`src/rtl/alg3d_pkg.sv`:
```
package alg3d_pkg;

   localparam int CORDIC_ITERS = 28;
   localparam int MUL_STEPS = 64;
   localparam logic signed [31:0] PI_Q28 = 32'sd843314857;
   localparam logic [29:0] INV_GAIN = 30'd652032874;

   typedef enum logic [2:0] {
      REG_LOOKAHEAD_H,
      REG_LOOKAHEAD_V,
      REG_GAIN_H,
      REG_GAIN_V,
      REG_STEP
   } reg_index_type;

   typedef struct packed {
      logic signed [31:0] prev_x;
      logic signed [31:0] prev_y;
      logic signed [31:0] prev_z;
      logic signed [31:0] next_x;
      logic signed [31:0] next_y;
      logic signed [31:0] next_z;
      logic signed [31:0] pos_x;
      logic signed [31:0] pos_y;
      logic signed [31:0] pos_z;
   } req_payload_type;

   typedef struct packed {
      logic signed [31:0] heading_desired;
      logic signed [31:0] pitch_desired;
   } rsp_payload_type;

   typedef enum logic [3:0] {
      S_IDLE, S_HCHK, S_HINIT, S_VCHK, S_VINIT, S_LHCHK, S_LHINIT, S_LVCHK,
      S_LVINIT, S_ROT, S_ZSTORE, S_MSTART, S_MSTEP, S_MSTORE, S_OUTW
   } state_type;

   typedef enum logic [3:0] {
      OP_NONE, OP_LOAD, OP_H_INIT, OP_V_INIT, OP_LH_INIT, OP_LV_INIT, OP_ROT,
      OP_MUL_START, OP_MUL_STEP, OP_STORE, OP_OUT
   } op_type;

   typedef enum logic [3:0] {
      DST_PIH, DST_PIV, DST_PHIH, DST_PHIV, DST_RH, DST_XP, DST_YE, DST_ZE,
      DST_TH, DST_TV, DST_AH, DST_AV, DST_LH_ZERO, DST_LV_ZERO
   } dst_type;

   typedef enum logic [1:0] {RJ_H, RJ_V, RJ_LH, RJ_LV} rot_job_type;

   typedef struct packed {
      op_type     op;
      logic [4:0] idx;
      dst_type    dst;
   } cmd_type;

   typedef struct packed {
      logic h_zero;
      logic v_skip;
      logic lh_zero;
      logic lv_zero;
      logic out_free;
   } status_type;

   function automatic logic signed [31:0] atan_q28(input logic [4:0] i);
      logic signed [31:0] r;
      case (i)
         5'd0: r = 32'sd210828714;
         5'd1: r = 32'sd124459457;
         5'd2: r = 32'sd65760959;
         5'd3: r = 32'sd33381290;
         5'd4: r = 32'sd16755422;
         5'd5: r = 32'sd8385879;
         5'd6: r = 32'sd4193963;
         5'd7: r = 32'sd2097109;
         5'd8: r = 32'sd1048571;
         5'd9: r = 32'sd524287;
         5'd10: r = 32'sd262144;
         5'd11: r = 32'sd131072;
         5'd12: r = 32'sd65536;
         5'd13: r = 32'sd32768;
         5'd14: r = 32'sd16384;
         5'd15: r = 32'sd8192;
         5'd16: r = 32'sd4096;
         5'd17: r = 32'sd2048;
         5'd18: r = 32'sd1024;
         5'd19: r = 32'sd512;
         5'd20: r = 32'sd256;
         5'd21: r = 32'sd128;
         5'd22: r = 32'sd64;
         5'd23: r = 32'sd32;
         5'd24: r = 32'sd16;
         5'd25: r = 32'sd8;
         5'd26: r = 32'sd4;
         5'd27: r = 32'sd2;
         default: r = 32'sd0;
      endcase
      return r;
   endfunction

   function automatic logic signed [31:0] sat32(input logic signed [33:0] v);
      logic signed [31:0] r;
      if (v > 34'sd2147483647) r = 32'sh7FFF_FFFF;
      else if (v < -34'sd2147483648) r = 32'sh8000_0000;
      else r = v[31:0];
      return r;
   endfunction

endpackage

```
`src/rtl/alg3d_ctrl.sv`:
```
module alg3d_ctrl (
   input  logic                 clock,
   input  logic                 reset,
   input  logic                 req_valid,
   output logic                 req_ready,
   input  alg3d_pkg::status_type status,
   output alg3d_pkg::cmd_type    cmd
);
   import alg3d_pkg::*;

   state_type   state_ff, state_in;
   logic [5:0]  cnt_ff, cnt_in;
   rot_job_type rjob_ff, rjob_in;
   dst_type     mdst_ff, mdst_in;

   always_ff @(posedge clock) begin
      if (reset) begin
         state_ff <= S_IDLE;
         cnt_ff   <= '0;
         rjob_ff  <= RJ_H;
         mdst_ff  <= DST_RH;
      end else begin
         state_ff <= state_in;
         cnt_ff   <= cnt_in;
         rjob_ff  <= rjob_in;
         mdst_ff  <= mdst_in;
      end
   end

   always_comb begin
      state_in = state_ff;
      cnt_in   = cnt_ff;
      rjob_in  = rjob_ff;
      mdst_in  = mdst_ff;
      case (state_ff)
         S_IDLE: if (req_valid) state_in = S_HCHK;
         S_HCHK: state_in = status.h_zero ? S_VCHK : S_HINIT;
         S_HINIT: begin
            rjob_in = RJ_H; cnt_in = '0; state_in = S_ROT;
         end
         S_VCHK: state_in = status.v_skip ? S_LHCHK : S_VINIT;
         S_VINIT: begin
            rjob_in = RJ_V; cnt_in = '0; state_in = S_ROT;
         end
         S_LHCHK: state_in = status.lh_zero ? S_LVCHK : S_LHINIT;
         S_LHINIT: begin
            rjob_in = RJ_LH; cnt_in = '0; state_in = S_ROT;
         end
         S_LVCHK: begin
            if (status.lv_zero) begin
               mdst_in = DST_AH; state_in = S_MSTART;
            end else begin
               state_in = S_LVINIT;
            end
         end
         S_LVINIT: begin
            rjob_in = RJ_LV; cnt_in = '0; state_in = S_ROT;
         end
         S_ROT: begin
            cnt_in = cnt_ff + 6'd1;
            if (cnt_ff == 6'(CORDIC_ITERS - 1)) state_in = S_ZSTORE;
         end
         S_ZSTORE: begin
            case (rjob_ff)
               RJ_H: mdst_in = DST_RH;
               RJ_V: mdst_in = DST_ZE;
               RJ_LH: mdst_in = DST_TH;
               default: mdst_in = DST_TV;
            endcase
            state_in = S_MSTART;
         end
         S_MSTART: begin
            cnt_in = '0; state_in = S_MSTEP;
         end
         S_MSTEP: begin
            cnt_in = cnt_ff + 6'd1;
            if (cnt_ff == 6'(MUL_STEPS - 1)) state_in = S_MSTORE;
         end
         S_MSTORE: begin
            case (mdst_ff)
               DST_RH: begin mdst_in = DST_XP; state_in = S_MSTART; end
               DST_XP: begin mdst_in = DST_YE; state_in = S_MSTART; end
               DST_YE: state_in = S_VCHK;
               DST_ZE: state_in = S_LHCHK;
               DST_TH: state_in = S_LVCHK;
               DST_TV: begin mdst_in = DST_AH; state_in = S_MSTART; end
               DST_AH: begin mdst_in = DST_AV; state_in = S_MSTART; end
               default: state_in = S_OUTW;
            endcase
         end
         S_OUTW: if (status.out_free) state_in = S_IDLE;
         default: state_in = S_IDLE;
      endcase
   end

   always_comb begin
      cmd.op  = OP_NONE;
      cmd.idx = cnt_ff[4:0];
      cmd.dst = mdst_ff;
      case (state_ff)
         S_IDLE: if (req_valid) cmd.op = OP_LOAD;
         S_HINIT: cmd.op = OP_H_INIT;
         S_VINIT: cmd.op = OP_V_INIT;
         S_LHINIT: cmd.op = OP_LH_INIT;
         S_LVINIT: cmd.op = OP_LV_INIT;
         S_ROT: cmd.op = OP_ROT;
         S_ZSTORE: begin
            cmd.op = OP_STORE;
            case (rjob_ff)
               RJ_H: cmd.dst = DST_PIH;
               RJ_V: cmd.dst = DST_PIV;
               RJ_LH: cmd.dst = DST_PHIH;
               default: cmd.dst = DST_PHIV;
            endcase
         end
         S_LHCHK: if (status.lh_zero) begin
            cmd.op = OP_STORE; cmd.dst = DST_LH_ZERO;
         end
         S_LVCHK: if (status.lv_zero) begin
            cmd.op = OP_STORE; cmd.dst = DST_LV_ZERO;
         end
         S_MSTART: cmd.op = OP_MUL_START;
         S_MSTEP: cmd.op = OP_MUL_STEP;
         S_MSTORE: cmd.op = OP_STORE;
         S_OUTW: if (status.out_free) cmd.op = OP_OUT;
         default: cmd.op = OP_NONE;
      endcase
   end

   assign req_ready = (state_ff == S_IDLE);

endmodule

```
`config.mk`:
```
export PLATFORM = sky130hd
export DESIGN_NAME = alg3d_ctrl
export DESIGN_NICKNAME = d
export VERILOG_FILES = /design/src/rtl/alg3d_pkg.sv /design/src/rtl/alg3d_ctrl.sv
export SDC_FILE = /design/constraint.sdc
export NUM_CORES = 1
export LEC_CHECK = 0
export BUFFER_PORTS_ARGS = -buffer_cell sky130_fd_sc_hd__buf_2
export CORE_MARGIN = 2
export CORE_UTILIZATION = 52
export DETAILED_ROUTE_END_ITERATION = 7
export PLACE_DENSITY = 0.74
export SLEW_MARGIN = 30
export SYNTH_ARGS = -nofsm -noshare
export SYNTH_HDL_FRONTEND = slang
export SYNTH_SLANG_ARGS = --single-unit
export TNS_END_PERCENT = 30
```
`constraint.sdc`:
```
create_clock -name clock -period 4.1 [get_ports clock]
set_clock_uncertainty 0.05 [all_clocks]
set_input_delay 0.41 -clock clock [delete_from_list [all_inputs] [get_ports clock]]
set_output_delay 0.41 -clock clock [all_outputs]
set_load 0.02 [all_outputs]
```
==> impl_metrics.env <==
export IMPL_final_common_cell="buf_2"
export IMPL_synth_edf_count=0
export IMPL_nets=196
export IMPL_worstSetupPathType="reg -> out"
export IMPL_cts_tree="yes"
export IMPL_crit_slowest_cell="dfxtp_1"
export IMPL_critPathRequiredTime_ps=3640
export IMPL_worstPathCellList="nor2b_1, and3_1, a221o_1, buf_2"
export IMPL_cp_max_fo=25
export IMPL_vias=1386
export IMPL_mappedNetlistNets=189
export IMPL_place_gp_congestion=0.864
export IMPL_min_path_type="in -> reg"
export IMPL_netlist_area_um2=1400
export IMPL_postCtsSetupBuffers=0
export IMPL_min_period_ps=2710
export IMPL_portBuffers=21
export IMPL_dieWidth_um=55.9
export IMPL_drt_wirelength_per_cell_um=15.0
export IMPL_start_util_pct=55.6
export IMPL_post_route_drc_count=0
export IMPL_area_growth_pct=5.17
export IMPL_slowest_delay_ps=770
export IMPL_end_kind="output pin"
export IMPL_slew_headroom_pct=50.6
export IMPL_yosys_warnings=0
export IMPL_ys_flop_type="dfxtp_1"
export IMPL_leakage_nw=0.590
export IMPL_grt_ovfl_total=0
export IMPL_cts_hold_fix_buffers=0
export IMPL_grtUsageMet3_pct=2.79
export IMPL_cts_root_buffer="clkbuf_4"
export IMPL_grt_pass1_wl_mm=5.39
export IMPL_ios=22
export IMPL_status="finished, final reports clean"
export IMPL_drt_iter0_markers=105
export IMPL_finalCritPeriodShare_pct=66.0
export IMPL_dp_hpwl_mm=2.34
export IMPL_grt_util_all_layers_pct=20.4
export IMPL_powerDensity_nw_per_um2=396
export IMPL_tns_ps=0
export IMPL_hold_violations=0
export IMPL_grtUsageMet2_pct=32.0
export IMPL_synthArstFlopShare_pct=0
export IMPL_fmax_mhz=369
export IMPL_cts_max_level=1
export IMPL_fin_util_pct=58.5
export IMPL_ant_nets=0
export IMPL_cts_buffer_depth=2
export IMPL_peakVddDrop_mv=0.313
export IMPL_clkLatencyLatePin_ps=280
export IMPL_crit_buf_inv=1
export IMPL_grt_max_degree=31
export IMPL_clkTransAtPathRegs_ps=90
export IMPL_postLayoutSetupSlackWorst_ps=1390
export IMPL_cts_sinks=16
export IMPL_whs_ps=425
export IMPL_ys_ff_latch=16
export IMPL_vias_per_cell=6.42
export IMPL_arrival_ps=2250
export IMPL_antenna_found_initial=0
export IMPL_setup_violations=0
export IMPL_crit_family="simple AND/OR/NAND/NOR gates"
export IMPL_cp_start_kind="flip-flop"
export IMPL_use_met1_pct=30.6
export IMPL_die_area_um2=3130
export IMPL_cts_resized=0
export IMPL_first_pass_iters=5
export IMPL_pre_cts_slack_ps=1740
export IMPL_wl_mm=3.24
export IMPL_first_global_vias=1184
export IMPL_n_antenna_cell=0
export IMPL_final_layout_size_suffix_gt1_share_pct=19.4
export IMPL_fp_coreArea_um2=2520
export IMPL_ys_seq_area_share_pct=22.8
export IMPL_busiest_layer="met2"
export IMPL_final_cell_mix="buf_2, dfxtp_1, nor2_1"
export IMPL_numCtsBuffers=3
export IMPL_synth_cell_type_count=57
export IMPL_p_total_uw=584
export IMPL_maxSlewViolCount=0
export IMPL_fp_dieH_um=55.9
export IMPL_grt_setup_unrepaired="false"
export IMPL_num_rows=18
export IMPL_tightest_slew_ps=739
export IMPL_avgSynthCellArea_um2=7.79
export IMPL_maxCapViolCount=0
export IMPL_synthCells=180
## worst paths after layout
| kind | startpoint | to | slack [ps] | depth (start not counted) |
|---|---|---|---|---|
| worst max register to register | state_ff[2]$_SDFFE_PP0P_ | state_ff[0]$_SDFFE_PP0P_ | 1950 | 4 |
| worst min register to register | cnt_ff[4]$_SDFFE_PP0P_ | cnt_ff[4]$_SDFFE_PP0P_ | 450 | 1 |
| worst min-delay path | reset | cnt_ff[1]$_SDFFE_PP0P_ | 430 | 2 |
| worst max-delay path | state_ff[2]$_SDFFE_PP0P_ | cmd[9] | 1390 | 4 |
## layer usage
layer / wire length, um / up-vias
li1: - / 691
met1: 1550 / 644
met3: 230 / 2
met4: 5 / 0
met5: 0 / -
met2: 1450 / 49
## through the flow
step,instance area (um^2),instances
3_5_place_dp,1440,212
5_1_grt,1480,216
4_1_cts,1480,216
2_1_floorplan,1400,180
6_report,1480,216
3_3_place_gp,1440,212
## state kept, by name, indices dropped and copies added, names as in the netlist
signal / flops
mdst_ff: 4
rjob_ff: 2
cnt_ff: 6
state_ff: 4
## worst register-to-register path, cell delays in order (launching register included)
cell      delay, ps
dfxtp_1         770
nor2b_1         500
and3_1          390
o21bai_1        190
o311a_1         200
## power by group
| group | switching [mW] | total [mW] | internal (mW) |
|---|---|---|---|
| sequential | 0.0525 | 0.225 | 0.172 |
| combinational | 0.145 | 0.257 | 0.111 |
| clock | 0.0483 | 0.102 | 0.0540 |
## cell usage after synthesis (2+ instances only)
cell / number / area share (%)
dfxtp_1: 16 / 23
nor2_1: 14 / 3.7
o21ai_0: 13 / 4.6
a21oi_1: 12 / 4.3
nand2_1: 11 / 2.9
buf_2: 10 / 3.6
nand2b_1: 7 / 3.1
nor2b_1: 7 / 3.1
buf_4: 5 / 2.7
nor3_1: 5 / 1.8
clkbuf_1: 4 / 1.1
o21a_1: 4 / 2.1
a211oi_1: 3 / 1.6
a21o_1: 3 / 1.6
a22oi_1: 3 / 1.6
a31oi_1: 3 / 1.3
and3_1: 3 / 1.3
inv_1: 3 / 0.80
mux2_2: 3 / 2.4
nor4_1: 3 / 1.3
o31ai_1: 3 / 1.6
a221o_1: 2 / 1.4
a32o_1: 2 / 1.4
and2_1: 2 / 0.89
nand3_1: 2 / 0.71
nand4bb_1: 2 / 1.6
nor3b_1: 2 / 1.1
nor4bb_1: 2 / 1.4
o21bai_1: 2 / 1.1
o311a_1: 2 / 1.4
## layout make-up
class / instances / area (um^2)
Sequential cell: 16 / 320
Timing Repair Buffer: 22 / 113
Multi-Input combinational cell: 140 / 953
Clock buffer: 4 / 36.3
Fill cell: 237 / 1050
Tap cell: 30 / 37.5
Inverter: 4 / 15.0
## kinds of logic after synthesis
group / Yosys count / share of synthesized area, %
simple gates: 70 / 31.1
flops: 16 / 22.8
buf+inv: 24 / 9.19
xor+xnor: 1 / 0.625
mux: 4 / 3.12
compound gates: 64 / 32.2
fa+ha+maj: 1 / 0.892
(Power assumes the default switching activity.)
